--- config.mk ---
export PLATFORM = sky130hd
export DESIGN_NAME = rc_hop_frame_builder_unit
export DESIGN_NICKNAME = d
export VERILOG_FILES = /design/src/rtl/core/rchfb_pkg.sv /design/src/rtl/core/rchfb_ctrl.sv /design/src/rtl/core/rchfb_dp.sv /design/src/rtl/core/rc_hop_frame_builder_unit.sv
export SDC_FILE = /design/constraint.sdc
export NUM_CORES = 1
export LEC_CHECK = 0
export ABC_AREA = 1
export BUFFER_PORTS_ARGS = -buffer_cell sky130_fd_sc_hd__buf_4
export CELL_PAD_IN_SITES_DETAIL_PLACEMENT = 2
export CELL_PAD_IN_SITES_GLOBAL_PLACEMENT = 2
export CORE_MARGIN = 4
export CORE_UTILIZATION = 36
export DETAILED_ROUTE_END_ITERATION = 8
export MAX_ROUTING_LAYER = met4
export PLACE_DENSITY_LB_ADDON = 0.1
export SLEW_MARGIN = 20
export SYNTH_ARGS = -nofsm -noshare
export SYNTH_HDL_FRONTEND = slang
export SYNTH_SLANG_ARGS = --single-unit
--- constraint.sdc ---
create_clock -name clk_i -period 6.5 [get_ports clk_i]
set_clock_uncertainty 0.2 [all_clocks]
set_input_delay 0.975 -clock clk_i [delete_from_list [all_inputs] [get_ports clk_i]]
set_output_delay 0.975 -clock clk_i [all_outputs]
set_load 0.02 [all_outputs]
--- src/rtl/core/rchfb_pkg.sv ---
// Shared constants, types and the fixed hop seed table for the RC hop frame builder.
// No dependencies.
package rchfb_pkg;

  localparam int unsigned HOP_DEPTH = 16;
  localparam int unsigned CHAN_NUM  = 8;
  localparam int unsigned CHAN_W    = 12;
  localparam int unsigned BYTE_W    = 5;

  // configuration register indexes
  localparam logic [1:0] CFG_TX_ID  = 2'd0;
  localparam logic [1:0] CFG_BIND   = 2'd1;
  localparam logic [1:0] CFG_CENTER = 2'd2;

  localparam logic [11:0] CENTER_RESET = 12'd1500;

  localparam logic [7:0] HDR_BIND   = 8'hAA;
  localparam logic [7:0] HDR_NORM   = 8'h55;
  localparam logic [7:0] BIND_CHAN  = 8'h01;
  localparam logic [7:0] ODD_OFFSET = 8'h50;
  localparam logic [7:0] ID_ADJ     = 8'h70;
  localparam logic [3:0] ID_HI_MAX  = 4'h9;

  // packet byte positions
  localparam logic [BYTE_W-1:0] BYTE_HDR   = 5'd0;
  localparam logic [BYTE_W-1:0] BYTE_ID3   = 5'd1;
  localparam logic [BYTE_W-1:0] BYTE_ID2   = 5'd2;
  localparam logic [BYTE_W-1:0] BYTE_ID1   = 5'd3;
  localparam logic [BYTE_W-1:0] BYTE_ID0   = 5'd4;
  localparam logic [BYTE_W-1:0] BYTE_WIDTH = 5'd5;
  localparam logic [BYTE_W-1:0] BYTE_WLAST = 5'd20;
  localparam logic [BYTE_W-1:0] BYTE_CHAN  = 5'd21;

  typedef struct packed {
    logic                init_start;
    logic                frame_start;
    logic                build_step;
    logic                out_load;
    logic [BYTE_W-1:0]   byte_idx;
    logic                hop_advance;
  } rchfb_cmd_t;

  typedef struct packed {
    logic build_last;
  } rchfb_stat_t;

  function automatic logic [7:0] seed_byte(input logic [2:0] row, input logic [1:0] col);
    logic [31:0] r;
    unique case (row)
      3'd0: r = 32'h12345678;
      3'd1: r = 32'h18273645;
      3'd2: r = 32'h41823657;
      3'd3: r = 32'h84136572;
      3'd4: r = 32'h87641532;
      3'd5: r = 32'h76841352;
      3'd6: r = 32'h71628435;
      default: r = 32'h71864352;
    endcase
    unique case (col)
      2'd0: return r[31:24];
      2'd1: return r[23:16];
      2'd2: return r[15:8];
      default: return r[7:0];
    endcase
  endfunction

endpackage

--- src/rtl/core/rchfb_ctrl.sv ---
// Sequencer for the RC hop frame builder: table rebuild walk and byte emission.
// Depends on rchfb_pkg; drives rchfb_dp by command struct.
module rchfb_ctrl
  import rchfb_pkg::*;
(
  input  logic        clk_i,
  input  logic        rst_ni,
  input  logic        in_valid_i,
  output logic        in_ready_o,
  input  logic        in_kind_i,
  input  logic        out_ready_i,
  output logic        out_valid_o,
  input  rchfb_stat_t stat_i,
  output rchfb_cmd_t  cmd_o
);

  typedef enum logic [1:0] {S_IDLE, S_BUILD, S_EMIT} state_e;

  state_e            state_q, state_d;
  logic [BYTE_W-1:0] cnt_q, cnt_d;
  logic              out_valid_q, out_valid_d;
  logic              accept, load;

  assign in_ready_o  = (state_q == S_IDLE);
  assign accept      = in_valid_i && in_ready_o;
  assign out_valid_o = out_valid_q;
  assign load        = (state_q == S_EMIT) && (!out_valid_q || out_ready_i);

  always_comb begin
    state_d = state_q;
    cnt_d   = cnt_q;
    cmd_o   = '0;
    cmd_o.byte_idx = cnt_q;
    unique case (state_q)
      S_IDLE: begin
        if (accept) begin
          cnt_d = BYTE_HDR;
          if (in_kind_i) begin
            cmd_o.frame_start = 1'b1;
            state_d = S_EMIT;
          end else begin
            cmd_o.init_start = 1'b1;
            state_d = S_BUILD;
          end
        end
      end
      S_BUILD: begin
        cmd_o.build_step = 1'b1;
        if (stat_i.build_last) state_d = S_IDLE;
      end
      default: begin
        if (load) begin
          cmd_o.out_load = 1'b1;
          cnt_d = cnt_q + 1'b1;
          if (cnt_q == BYTE_CHAN) begin
            cmd_o.hop_advance = 1'b1;
            state_d = S_IDLE;
          end
        end
      end
    endcase
    // output register empties on accept unless refilled
    if (load) out_valid_d = 1'b1;
    else if (out_ready_i) out_valid_d = 1'b0;
    else out_valid_d = out_valid_q;
  end

  always_ff @(posedge clk_i or negedge rst_ni) begin
    if (!rst_ni) begin
      state_q     <= S_IDLE;
      cnt_q       <= '0;
      out_valid_q <= 1'b0;
    end else begin
      state_q     <= state_d;
      cnt_q       <= cnt_d;
      out_valid_q <= out_valid_d;
    end
  end

`ifndef SYNTHESIS
  a_load_only_emit: assert property (@(posedge clk_i) disable iff (!rst_ni)
    cmd_o.out_load |-> state_q == S_EMIT)
    else $error("output load outside emit");

  a_frame_to_emit: assert property (@(posedge clk_i) disable iff (!rst_ni)
    in_valid_i && in_ready_o && in_kind_i |=> state_q == S_EMIT && cnt_q == BYTE_HDR)
    else $error("frame item did not start emission");

  a_cnt_range: assert property (@(posedge clk_i) disable iff (!rst_ni)
    state_q == S_EMIT |-> cnt_q <= BYTE_CHAN)
    else $error("byte counter out of range");
`endif

endmodule

--- src/rtl/core/rchfb_dp.sv ---
// Datapath for the RC hop frame builder: hop table, channel capture, byte mux, output register.
// Depends on rchfb_pkg; commanded by rchfb_ctrl.
module rchfb_dp
  import rchfb_pkg::*;
#(
  parameter int unsigned HopDepth = HOP_DEPTH
) (
  input  logic                      clk_i,
  input  logic                      rst_ni,
  input  rchfb_cmd_t                cmd_i,
  output rchfb_stat_t               stat_o,
  input  logic [31:0]               tx_id_i,
  input  logic                      bind_i,
  input  logic [11:0]               center_i,
  input  logic signed [CHAN_W-1:0]  chan_i [CHAN_NUM],
  output logic [7:0]                out_byte_o,
  output logic                      out_cw_o,
  output logic                      out_ant_o,
  output logic                      out_last_o
);

  localparam int unsigned IdxW = $clog2(HopDepth);

  logic [7:0]        hop_q [HopDepth];
  logic [IdxW-1:0]   pos_q;
  logic [IdxW-1:0]   bld_q;
  logic [7:0]        adj_q;
  logic [CHAN_W-1:0] ch_q [CHAN_NUM];
  logic [7:0]        out_byte_q;
  logic              out_cw_q, out_ant_q, out_last_q;

  logic [7:0]        adj_d;
  logic [7:0]        seed;
  logic [3:0]        nib;
  logic [7:0]        entry;
  logic [IdxW-1:0]   dst;

  logic [BYTE_W-1:0] widx;
  logic [CHAN_W-1:0] sel, rnd, half;
  logic [15:0]       width;
  logic [7:0]        byte_d;

  // top id byte: pull high nibbles above 9 back by 0x70
  always_comb begin
    adj_d = tx_id_i[31:24];
    if (adj_d[7:4] > ID_HI_MAX) adj_d = adj_d - ID_ADJ;
  end

  // one hop entry per build step
  always_comb begin
    seed  = seed_byte(adj_q[3:1], 2'(bld_q >> 2));
    nib   = bld_q[1] ? seed[3:0] : seed[7:4];
    entry = {1'b0, nib, 3'b000} + {3'b000, nib, 1'b0};
    if (bld_q[0]) entry = entry + ODD_OFFSET;
    entry = entry - {4'h0, adj_q[7:4]};
    dst   = adj_q[0] ? IdxW'(HopDepth - 1) - bld_q : bld_q;
  end

  assign stat_o.build_last = (bld_q == IdxW'(HopDepth - 1));

  // pulse width: channel/2 toward zero, plus center
  always_comb begin
    widx  = cmd_i.byte_idx - BYTE_WIDTH;
    sel   = ch_q[widx[3:1]];
    rnd   = sel + {{(CHAN_W-1){1'b0}}, sel[CHAN_W-1]};
    half  = {rnd[CHAN_W-1], rnd[CHAN_W-1:1]};
    width = {{(16-CHAN_W){half[CHAN_W-1]}}, half} + {4'h0, center_i};
  end

  always_comb begin
    unique case (cmd_i.byte_idx)
      BYTE_HDR:  byte_d = bind_i ? HDR_BIND : HDR_NORM;
      BYTE_ID3:  byte_d = adj_q;
      BYTE_ID2:  byte_d = tx_id_i[23:16];
      BYTE_ID1:  byte_d = tx_id_i[15:8];
      BYTE_ID0:  byte_d = tx_id_i[7:0];
      BYTE_CHAN: byte_d = bind_i ? BIND_CHAN : hop_q[pos_q];
      default:   byte_d = widx[0] ? width[15:8] : width[7:0];
    endcase
  end

  always_ff @(posedge clk_i or negedge rst_ni) begin
    if (!rst_ni) begin
      for (int k = 0; k < HopDepth; k++) hop_q[k] <= '0;
      pos_q <= '0;
      bld_q <= '0;
      adj_q <= '0;
    end else begin
      if (cmd_i.init_start) begin
        adj_q <= adj_d;
        bld_q <= '0;
        pos_q <= '0;
      end
      if (cmd_i.build_step) begin
        hop_q[dst] <= entry;
        bld_q      <= bld_q + 1'b1;
      end
      if (cmd_i.hop_advance) pos_q <= pos_q + 1'b1;
    end
  end

  always_ff @(posedge clk_i) begin
    if (cmd_i.frame_start) begin
      for (int k = 0; k < CHAN_NUM; k++) ch_q[k] <= chan_i[k];
    end
    if (cmd_i.out_load) begin
      out_byte_q <= byte_d;
      out_cw_q   <= (cmd_i.byte_idx == BYTE_CHAN);
      out_last_q <= (cmd_i.byte_idx == BYTE_CHAN);
      // antenna toggles unless the advanced position wraps to zero
      out_ant_q  <= (cmd_i.byte_idx == BYTE_CHAN) && (pos_q != IdxW'(HopDepth - 1));
    end
  end

  assign out_byte_o = out_byte_q;
  assign out_cw_o   = out_cw_q;
  assign out_ant_o  = out_ant_q;
  assign out_last_o = out_last_q;

`ifndef SYNTHESIS
  a_ant_on_last: assert property (@(posedge clk_i) disable iff (!rst_ni)
    cmd_i.out_load |=> (!out_ant_q || out_last_q) && (out_last_q == out_cw_q))
    else $error("antenna or channel-write flag off the last item");

  a_pos_step: assert property (@(posedge clk_i) disable iff (!rst_ni)
    cmd_i.hop_advance && !cmd_i.init_start |=> pos_q == IdxW'($past(pos_q) + 1'b1))
    else $error("hop position did not advance");

  a_build_exclusive: assert property (@(posedge clk_i) disable iff (!rst_ni)
    cmd_i.build_step |-> !cmd_i.out_load && !cmd_i.hop_advance)
    else $error("table build overlaps frame emission");
`endif

endmodule

--- src/rtl/core/rc_hop_frame_builder_unit.sv ---
// RC hop frame builder.
// Channels: configuration write port (cfg_we_i/cfg_idx_i/cfg_data_i, taken at once,
// index 0 tx_id, 1 bind_mode, 2 pulse_center), an input item channel and a result
// item channel, both valid/ready.
// A kind 0 item (init) adjusts the top id byte and rebuilds the 16-entry hop table,
// one entry a cycle: the block accepts no new item until the table is built and gives no result.
// A kind 1 item (frame) gives 22 result items: header, four id bytes, eight
// little-endian pulse widths, then the channel-register write flagged last.
// After acceptance the controller enters its emit state and then loads the header byte
// into the output register; with the receiver always ready the output register takes
// one byte a cycle. A new item is accepted while the last byte still waits there.
// When the receiver stalls, the output register holds and emission pauses.
// Reset clears the hop table, hop position and id byte to zero, tx_id and bind_mode
// to zero and pulse_center to 1500; no result is pending after reset.
// Depends on rchfb_pkg, rchfb_ctrl, rchfb_dp.
module rc_hop_frame_builder_unit
  import rchfb_pkg::*;
#(
  parameter int unsigned HopDepth = HOP_DEPTH
) (
  input  logic              clk_i,
  input  logic              rst_ni,
  input  logic              cfg_we_i,
  input  logic [1:0]        cfg_idx_i,
  input  logic [31:0]       cfg_data_i,
  input  logic              in_valid_i,
  output logic              in_ready_o,
  input  logic              in_kind_i,
  input  logic signed [11:0] in_channel_0_i,
  input  logic signed [11:0] in_channel_1_i,
  input  logic signed [11:0] in_channel_2_i,
  input  logic signed [11:0] in_channel_3_i,
  input  logic signed [11:0] in_channel_4_i,
  input  logic signed [11:0] in_channel_5_i,
  input  logic signed [11:0] in_channel_6_i,
  input  logic signed [11:0] in_channel_7_i,
  output logic              out_valid_o,
  input  logic              out_ready_i,
  output logic [7:0]        out_out_byte_o,
  output logic              out_is_channel_write_o,
  output logic              out_antenna_switch_o,
  output logic              out_last_o
);

  logic [31:0] tx_id_q;
  logic        bind_q;
  logic [11:0] center_q;

  rchfb_cmd_t  cmd;
  rchfb_stat_t stat;
  logic signed [CHAN_W-1:0] chans [CHAN_NUM];

  always_ff @(posedge clk_i or negedge rst_ni) begin
    if (!rst_ni) begin
      tx_id_q  <= '0;
      bind_q   <= 1'b0;
      center_q <= CENTER_RESET;
    end else if (cfg_we_i) begin
      unique case (cfg_idx_i)
        CFG_TX_ID:  tx_id_q  <= cfg_data_i;
        CFG_BIND:   bind_q   <= cfg_data_i[0];
        CFG_CENTER: center_q <= cfg_data_i[11:0];
        default: ;
      endcase
    end
  end

  assign chans[0] = in_channel_0_i;
  assign chans[1] = in_channel_1_i;
  assign chans[2] = in_channel_2_i;
  assign chans[3] = in_channel_3_i;
  assign chans[4] = in_channel_4_i;
  assign chans[5] = in_channel_5_i;
  assign chans[6] = in_channel_6_i;
  assign chans[7] = in_channel_7_i;

  rchfb_ctrl u_ctrl (
    .clk_i       (clk_i),
    .rst_ni      (rst_ni),
    .in_valid_i  (in_valid_i),
    .in_ready_o  (in_ready_o),
    .in_kind_i   (in_kind_i),
    .out_ready_i (out_ready_i),
    .out_valid_o (out_valid_o),
    .stat_i      (stat),
    .cmd_o       (cmd)
  );

  rchfb_dp #(
    .HopDepth (HopDepth)
  ) u_dp (
    .clk_i      (clk_i),
    .rst_ni     (rst_ni),
    .cmd_i      (cmd),
    .stat_o     (stat),
    .tx_id_i    (tx_id_q),
    .bind_i     (bind_q),
    .center_i   (center_q),
    .chan_i     (chans),
    .out_byte_o (out_out_byte_o),
    .out_cw_o   (out_is_channel_write_o),
    .out_ant_o  (out_antenna_switch_o),
    .out_last_o (out_last_o)
  );

endmodule
Yosys cells after proc, flatten, opt, wreduce, memory -nomap -nowiden
Memories as Yosys holds them, arrays and structs flattened.
Index checks and enable logic that the tools add are counted.

operators by class
  muxes and demuxes = 42
  $lt $le $gt $ge = 4
  equality and inequality tests = 21
  reductions and logical operators = 23
  bitwise gates (word level) = 3
  add/subtract/negate cells = 11

operators by type and width
  kind                                                                number
  32-bit one-hot mux with 7 select lines                              1
  128-bit bitwise mux                                                 1
  8-bit two-way mux                                                   8
  8-bit one-hot mux with 6 select lines                               1
  8-bit binary-select mux with 4-bit select                           1
  8-bit demux with 4-bit select                                       1
  8-bit one-hot mux with 3 select lines                               1
  4-bit two-way mux                                                   5
  11-bit by 13-bit adder with 14-bit output                           1
  2-bit two-way mux                                                   7
  12-bit by 1-bit adder with 12-bit output                            1
  1-bit two-way mux                                                   12
  5-bit by 2-bit == test with 1-bit output, second input constant     2
  5-bit greater-or-equal comparator, second input constant            2
  5-bit two-way mux                                                   2
  4-bit NOT with 5-bit output                                         2
  5-bit one-hot mux with 2 select lines                               1
  3-bit == test, second input constant                                3
  4-bit by 1-bit adder with 4-bit output, second input constant       2
  7-bit by 5-bit adder with 8-bit output                              1
  8-bit by 7-bit adder with 8-bit output, second input constant       1
  2-bit nonzero test                                                  4
  8-bit by 4-bit subtractor with 8-bit output                         1
  8-bit by 7-bit subtractor with 8-bit output, second input constant  1
  other kinds (28)                                                    42

storage, ports and cells
  word-level logic and storage cells = 133
  RAM bits = 96
  input bits = 136
  flip-flop bits (word level) = 207
  memories = 1
  output and inout bits = 13

memories
  memory     words  bits a word  read ports  clocked after memory_dff  write ports  line            RTL
  u_dp.ch_q  8      12           1           0                         8            rchfb_dp.sv:28  logic [CHAN_W-1:0] ch_q [CHAN_NUM];

Depth between registers and ports, before layout
Gate-level depths: netlist (run 1).

  depth in word-level cells = 9
  gate-level depth with buffers = 29
  mapped depth without buffers = 28

Hierarchy
Synthesis (run 1) repeated with hierarchy kept, for this count alone.

unflattened totals
  cells, all modules = 1869
  area, all modules = 15650.0 sq um

modules (own cells, without submodules)
  module                     times used  seq. area each (sq um)  cells each  area each (sq um)
  rchfb_dp                   1           6786.5                  1602        13332.8
  rc_hop_frame_builder_unit  1           1134.8                  200         1831.8
  rchfb_ctrl                 1           200.2                   67          485.5

Least setup slack after synthesis (run 1)
No wires, ideal clock.

  path kind = input -> register
  start point = input port in_valid_i
  end point = memory u_dp.ch_q[0][0] (enable)
  required time = 5.748 ns
  cell stages on the path = 2
  setup time = 0.552 ns
  arrival = 5.106 ns
  buffers on the path = 0
  slack = 0.642 ns
  cells stage by stage = nand2_1 nor2_1

RTL lines
  element      line                             RTL
  from (decl)  rc_hop_frame_builder_unit.sv:26  input logic in_valid_i,
  to (decl)    rchfb_dp.sv:28

Worst setup path after layout (run 1)
  start point = register u_ctrl.cnt_q[0]
  end point = register u_dp.out_byte_q[5], in the netlist u_dp.out_byte_o[5], data pin

between the ends
  longest elaborated chain between the ends = 6
  elaborated cells on any way between the ends = 12
  classes of those cells = add/sub: 3; eq/ne: 5; mux: 2; reduce/logical: 1; memory: 1

ends and longest elaborated chain
  element                                      line              RTL
  from (decl)                                  rchfb_ctrl.sv:20  logic [BYTE_W-1:0] cnt_q, cnt_d;
  from (signal assigned)                       rchfb_ctrl.sv:75  cnt_q <= cnt_d;
  4-bit by 3-bit subtractor with 4-bit output  rchfb_dp.sv:63    widx = cmd_i.byte_idx - BYTE_WIDTH;
  memory 8 x 12 bit                            --
  12-bit by 1-bit adder with 12-bit output     rchfb_dp.sv:65    rnd = sel + {{(CHAN_W-1){1'b0}}, sel[CHAN_W-1]};
  11-bit by 13-bit adder with 14-bit output    rchfb_dp.sv:67    width = {{(16-CHAN_W){half[CHAN_W-1]}}, half} + {4'h0, center_i};
  8-bit two-way mux                            rchfb_dp.sv:78    default: byte_d = widx[0] ? width[15:8] : width[7:0];
  8-bit one-hot mux with 6 select lines (*)    rchfb_dp.sv:71    unique case (cmd_i.byte_idx)
  named net u_dp.byte_d[5]                     rchfb_dp.sv:41    logic [7:0] byte_d;
  to (signal assigned)                         rchfb_dp.sv:107   out_byte_q <= byte_d;
  to (decl)                                    rchfb_dp.sv:29    logic [7:0] out_byte_q;

The timed path passes the listed nets; every way through them passes the cells marked *.
A chain may end at the register's enable or synchronous reset.

==> results.py, run 1 <==
metrics = {
    "run_status": {
        "outcome": "finished clean",
    },
    "route": {
        "antenna_left": 0,
        "drt_iter0_markers": 617,
        "drt_pass1_iterations": 4,
        "via_per_inst": 5.23,
        "vias": 13100,
        "wl_per_cell_um": 21.3,
        "drt_wl_total_um": 53400,
        "drc": 0,
    },
    "timing": {
        "hold_viol": 0,
        "finalCritPeriodShare_pct": 86.8,
        "setup_viol": 0,
        "fmax_mhz": 177,
        "rsz0062_at_grt": "no",
        "tns_ns": 0,
        "relSlewSlack_pct": 29.7,
        "fin_crit_ns": 5.64,
        "slew_violations": 0,
        "worst_slew_pin_slew_ns": 1.05,
    },
    "grt": {
        "grt_max_degree": 98,
        "track_usage_pct": 23.7,
        "first_global_vias": 14700,
        "met2_usage_pct": 41.4,
        "gr-usage-met3_pct": 3.36,
        "grt_overflow": 0,
        "antenna_found_initial": 0,
        "met1_usage_pct": 29.3,
        "grt_pass1_wl_um": 84400,
        "busiest_layer": "met2",
    },
    "layout": {
        "final_area_sq_mm": 0.0181,
        "final_cell_mix": "nand2_1, o21ai_0, dfrtp_1, inv_1, buf_4",
        "final_layout_size_suffix_gt1_share_pct": 15.4,
        "num-nets-final": 2108,
        "layout_commonest_cell": "nand2_1",
        "area_delta_synth_final_pct": 17.0,
        "post-route-util_pct": 42.8,
        "n_antenna_cell": 0,
        "fin_cells": 2506,
    },
    "cts": {
        "path_clk_slew_ns": 0.06,
        "cts_setup_buffers": 0,
        "ctsResizeCount": 0,
        "cts_htree_levels": 2,
        "cts_tree": "done",
        "insertion_delay_ns": 0.55,
        "cts_made_buffers": 37,
        "cts_sinks": 303,
        "postCtsHoldBufs": 0,
        "root_buffer": "clkbuf_16",
        "ctsLongestPathBuffers": 3,
    },
    "floorplanning": {
        "rows": 75,
        "fp.dieH_um": 215,
        "dieWidth_um": 215,
        "io_pins": 149,
        "design.core.area_sq_mm": 0.0422,
        "die_area_sq_mm": 0.0463,
        "initial_core_util_pct": 36.6,
    },
    "power": {
        "p_per_area_mw_per_mm2": 610,
        "peakVddDrop_mv": 1.35,
        "fin_total_pwr_uw": 11000,
        "p_leak_uw": 0.00841,
    },
    "flow_run": {
        "cap_violations": 0,
    },
    "synth": {
        "yosysUniqueCellTypes": 52,
        "yosysTopAreaCellShare_pct": 30.8,
        "synth_seq_cells": 303,
        "synth_fp_nets": 1988,
        "synth_area_sq_mm": 0.0154,
        "synth_top_area_cell": "dfrtp_1",
        "ys.flop_type": "dfrtp_1",
        "yosysWarnings": 0,
        "synth_seq_area_share_pct": 52.6,
        "synth-async-reset-ratio_pct": 65.0,
        "avgSynthCellArea_sq_um": 8.49,
        "synthCells": 1819,
        "synthTopCellsByArea": "dfrtp_1, edfxtp_1, nand2_1",
        "synth_edf_count": 106,
    },
    "place": {
        "hpwlAfterDp_um": 38200,
        "dp.cells": 2439,
        "dpl_cell_area_sq_mm": 0.0169,
        "portBuffers": 148,
        "place.gp.congestion": 0.842,
    },
    "setup_path": {
        "cp_max_fo": 36,
        "cp-end-kind": "register",
        "cp-startpoint": "u_ctrl.cnt_q[0]$_DFFE_PN0P_",
        "crit_type": "register to register",
        "worst_ep_arrival_time_ns": 5.72,
        "r2r_cells": 25,
        "critPathLaunchType": "register",
        "r2r_start": "u_ctrl.cnt_q[0]$_DFFE_PN0P_",
        "worstPathRequired_ns": 6.58,
    },
    "worst_hold_path": {
        "min_path_cells": 2,
        "hold_start": "u_dp.hop_q[101]$_DFFE_PN0P_",
        "hold_class": "register to register",
    },
}
layout make-up:
class / instances / area (sq um)
fillers: 4742 / 24200
repair buffers: 161 / 1210
flip-flops and latches: 303 / 8120
multi-input cells: 1260 / 6260
clock inverters: 12 / 92.6
clock buffers: 55 / 1050
well taps: 539 / 674
inverters: 176 / 661
logic make-up after synthesis:
family | synth area share [%]
AOI/OAI and AO/OA | 12.0
xor gates and xnor gates | 1.31
adders and majority gates | 2.82
buffers and inverters | 7.05
DFF | 52.6
muxes | 1.17
and+or+nand+nor | 23.1
per-stage QoR:
step	hold slack, ns	setup WS, ns
after floorplan	0.244	0.642
after global placement	0.261	1.10
after detailed placement	0.268	0.881
after CTS	0.283	0.803
after global routing	0.310	0.298
final	0.283	0.859
state kept, by name (all words and copies together), names as in the netlist, 4 cells and up:
signal and count:
u_dp.hop_q 128, u_dp.ch_q 96, tx_id_q 32, center_q 12, u_dp.adj_q 8, u_dp.out_byte_o 8
u_ctrl.cnt_q 5, u_dp.bld_q 4, u_dp.pos_q 4
power by group:
part | internal [uW] | switching [uW] | leakage, uW
clock network | 1160 | 828 | 0.000572
logic | 1720 | 4520 | 0.00429
registers | 2450 | 341 | 0.00355
synthesized netlist by cell type, drive strengths merged, types with 7 or more instances:
library cell / count
edfxtp: 106
o22ai: 12
xnor2: 11
nand4: 13
a211oi: 8
mux2: 16
nand3: 99
a31oi: 8
nor3: 12
xor2: 10
buf: 33
clkbuf: 47
dfstp: 7
o21ai: 215
dfrtp: 190
a21oi: 83
ha: 30
nand2: 615
inv: 174
nor2: 104
path summary, 6_finish.rpt:
check	end	slack (ns)
worst max-delay path	u_dp.out_byte_o[5]$_DFFE_PP_	0.86
worst min-delay path	u_dp.hop_q[101]$_DFFE_PN0P_	0.28
worst max register to register	u_dp.out_byte_o[5]$_DFFE_PP_	0.86
worst min register to register	u_dp.hop_q[101]$_DFFE_PN0P_	0.28
max in group asynchronous	u_dp.pos_q[0]$_DFFE_PN0P_	4.54
min in group asynchronous	u_dp.adj_q[3]$_DFFE_PN0P_	0.29
per-layer routing:
layer	part of all wire, %	vias to the layer above
met4	2.4	0
li1	-	6194
met5	0	-
met3	3.0	70
met1	44	6651
met2	51	184
worst max-delay path: stages, from the launching register on:
cell and delay [ns]:
dfrtp_1 0.63, inv_1 0.28, ha_1 0.38, inv_2 0.50, buf_4 0.34, nor2_1 0.07
o21ai_0 0.14, nand2_1 0.08, nand2_1 0.06, nand3_1 0.15, inv_1 0.09, ha_1 0.18
nand2_1 0.09, nor3_1 0.32, nand2_1 0.13, xnor2_1 0.17, ha_1 0.36, inv_1 0.11
nor3_1 0.28, nand3_1 0.12, nand3_1 0.13, nand2_1 0.06, nand2_1 0.08, nand3_1 0.08
nand3_1 0.19, a21oi_1 0.12
Power figures use the tool's default switching activity.
==> run 2, diff against run 1 <==
- BUFFER_PORTS_ARGS: -buffer_cell sky130_fd_sc_hd__buf_4 -> unset
- CORE_UTILIZATION: 36 -> 39
- DONT_BUFFER_PORTS: unset -> 1
==> run 2 against run 1 <==
  * Core utilization increased by 0.95 points
  * Worst hold slack got worse by 0.21 ns
  * Via count decreased by 4.4%
  * Register-to-register slack improved by 0.03 ns
  * Clock-buffer cell count increased by 2
  * Fmax increased by 0.49%
  * Die area decreased by 7.4%
  * Sequential cell count unchanged
  * Sequential share of layout area increased by 2.8 points
  * Design area decreased by 5.8%
  * Critical path type unchanged
==> results.py, run 2 (synthesis gave the netlist of run 1 again) <==
metrics = {
    "grt": {
        "track_usage_pct": 24.0,
        "grt_pass1_wl_um": 80000,
        "grt_max_degree": 191,
        "first_global_vias": 13800,
        "antenna_found_initial": 13,
        "grt_overflow": 0,
    },
    "timing": {
        "fin_ws_ns": 0.886,
        "hold_viol": 0,
        "rsz0062_at_grt": "no",
        "worst_slew_pin_slew_ns": 1.13,
        "slew_violations": 0,
        "fmax_mhz": 178,
        "relSlewSlack_pct": 24.2,
        "setup_viol": 0,
        "finalCritPeriodShare_pct": 86.4,
        "fin_crit_ns": 5.61,
        "tns_ns": 0,
    },
    "setup_path": {
        "r2r_start": "u_ctrl.cnt_q[0]$_DFFE_PN0P_",
        "critPathLaunchType": "register",
        "rrSetupSlack_ns": 0.89,
        "worstPathRequired_ns": 6.59,
        "r2r_cells": 25,
        "worst_ep_arrival_time_ns": 5.70,
        "cp-end-kind": "register",
        "cp_max_fo": 35,
        "crit_type": "register to register",
        "r2r_end": "u_dp.out_byte_o[6]$_DFFE_PP_",
    },
    "route": {
        "wl_per_cell_um": 21.6,
        "drc": 0,
        "drt_pass1_iterations": 4,
        "drt_iter0_markers": 642,
        "vias": 12500,
        "drt_wl_total_um": 50700,
        "antenna_left": 0,
        "via_per_inst": 5.33,
    },
    "cts": {
        "cts_sinks": 303,
        "cts_made_buffers": 37,
        "ctsLongestPathBuffers": 3,
        "cts_tree": "done",
        "insertion_delay_ns": 0.55,
        "ctsResizeCount": 0,
        "cts_htree_levels": 2,
        "root_buffer": "clkbuf_16",
        "path_clk_slew_ns": 0.06,
    },
    "floorplanning": {
        "initial_core_util_pct": 39.7,
        "dieWidth_um": 207,
        "io_pins": 149,
        "rows": 72,
        "design.core.area_sq_mm": 0.0389,
        "die_area_sq_mm": 0.0429,
        "fp.dieH_um": 207,
    },
    "layout": {
        "layout_commonest_cell": "nand2_1",
        "regMostFlops": "u_dp.hop_q",
        "final_layout_size_suffix_gt1_share_pct": 8.14,
        "fillers": 4344,
        "multiInputGateArea_sq_mm": 0.00625,
        "regArea_sq_mm": 0.00812,
        "final_cell_mix": "nand2_1, o21ai_0, dfrtp_1, inv_1, edfxtp_1",
        "reg_top3": "u_dp.hop_q x128, u_dp.ch_q x96, tx_id_q x32",
        "area_delta_synth_final_pct": 10.2,
        "num-nets-final": 1959,
        "largest_reg_flops": 128,
    },
    "flow_run": {
        "cap_violations": 0,
    },
    "place": {
        "hpwlAfterDp_um": 35600,
        "place_ws_ns": 0.900,
        "portBuffers": 0,
        "place.gp.congestion": 0.858,
    },
    "run_status": {
        "outcome": "finished clean",
    },
    "worst_hold_path": {
        "hold_class": "input port to asynchronous set/reset pin",
    },
}
run 2: cell type report:
type | count | share of cell area (%)
flip-flops and latches | 303 | 47.7
inverters | 176 | 3.88
clock buffers | 57 | 6.42
well taps | 518 | 3.81
diodes | 13 | 0.191
repair buffers | 12 | 0.669
clock inverters | 10 | 0.610
multi-input cells | 1260 | 36.7
run 2: stage by stage:
step                hold WS [ns]  std cells  instance area (sq um)  utilization, %
floorplan                  0.244       1819                  15400               -
global placement           0.260       2268                  15800            40.5
detailed placement         0.267       2268                  15800            40.5
CTS                       0.0430       2336                  17000            43.7
global route              0.0388       2349                  17000            43.8
finish                    0.0766       2349                  17000            43.8
run 2: repair_timing:
action,in CTS,in global routing
hold endpoints to repair,190,0
hold buffers,1,0
buffers inserted,0,0
run 2: worst max-delay path by stage:
stage               slack (ns)                         from  cells after the start                           end
global placement          1.11  u_ctrl.cnt_q[0]$_DFFE_PN0P_                     25  u_dp.out_byte_o[2]$_DFFE_PP_
CTS                       0.90  u_ctrl.cnt_q[0]$_DFFE_PN0P_                     25  u_dp.out_byte_o[6]$_DFFE_PP_
global route              0.26  u_ctrl.cnt_q[0]$_DFFE_PN0P_                     25  u_dp.out_byte_o[6]$_DFFE_PP_
floorplan                 0.64                   in_valid_i                      2     u_dp.ch_q[0][0]$_DFFE_PP_
detailed placement        0.90  u_ctrl.cnt_q[0]$_DFFE_PN0P_                     25  u_dp.out_byte_o[6]$_DFFE_PP_
finish                    0.89  u_ctrl.cnt_q[0]$_DFFE_PN0P_                     25  u_dp.out_byte_o[6]$_DFFE_PP_
run 2: routing by layer:
| layer | up-vias | part of all wire [%] | track usage [%] | wire length [um] |
|---|---|---|---|---|
| li1 | 5904 | - | - | - |
| met1 | 6345 | 44 | 30.0 | 22300 |
| met2 | 198 | 49 | 39.6 | 24700 |
| met3 | 79 | 4.7 | 5.42 | 2370 |
| met4 | 0 | 2.5 | 6.48 | 1290 |
| met5 | - | 0 | - | 0 |
run 2: critical path, stage by stage, from the launching register on:
cell and delay [ns]:
dfrtp_1 0.63, inv_1 0.27, ha_1 0.38, inv_2 0.48, buf_4 0.34, nor2_1 0.06
o21ai_0 0.19, nand2_1 0.10, nand2_1 0.09, nand3_1 0.15, inv_1 0.09, ha_1 0.18
nand2_1 0.08, nor3_1 0.32, nand2_1 0.11, xnor2_1 0.16, ha_1 0.40, nand2_1 0.11
nor3_1 0.26, nand3_1 0.13, nand3_1 0.14, nand2_1 0.06, nand2_1 0.07, nand3_1 0.09
nand3_1 0.15, a21oi_1 0.09
Power of run 2 is left out: the tool's default activity adds up to more than one toggle a clock period on the data nets, which glitch-free logic cannot reach.
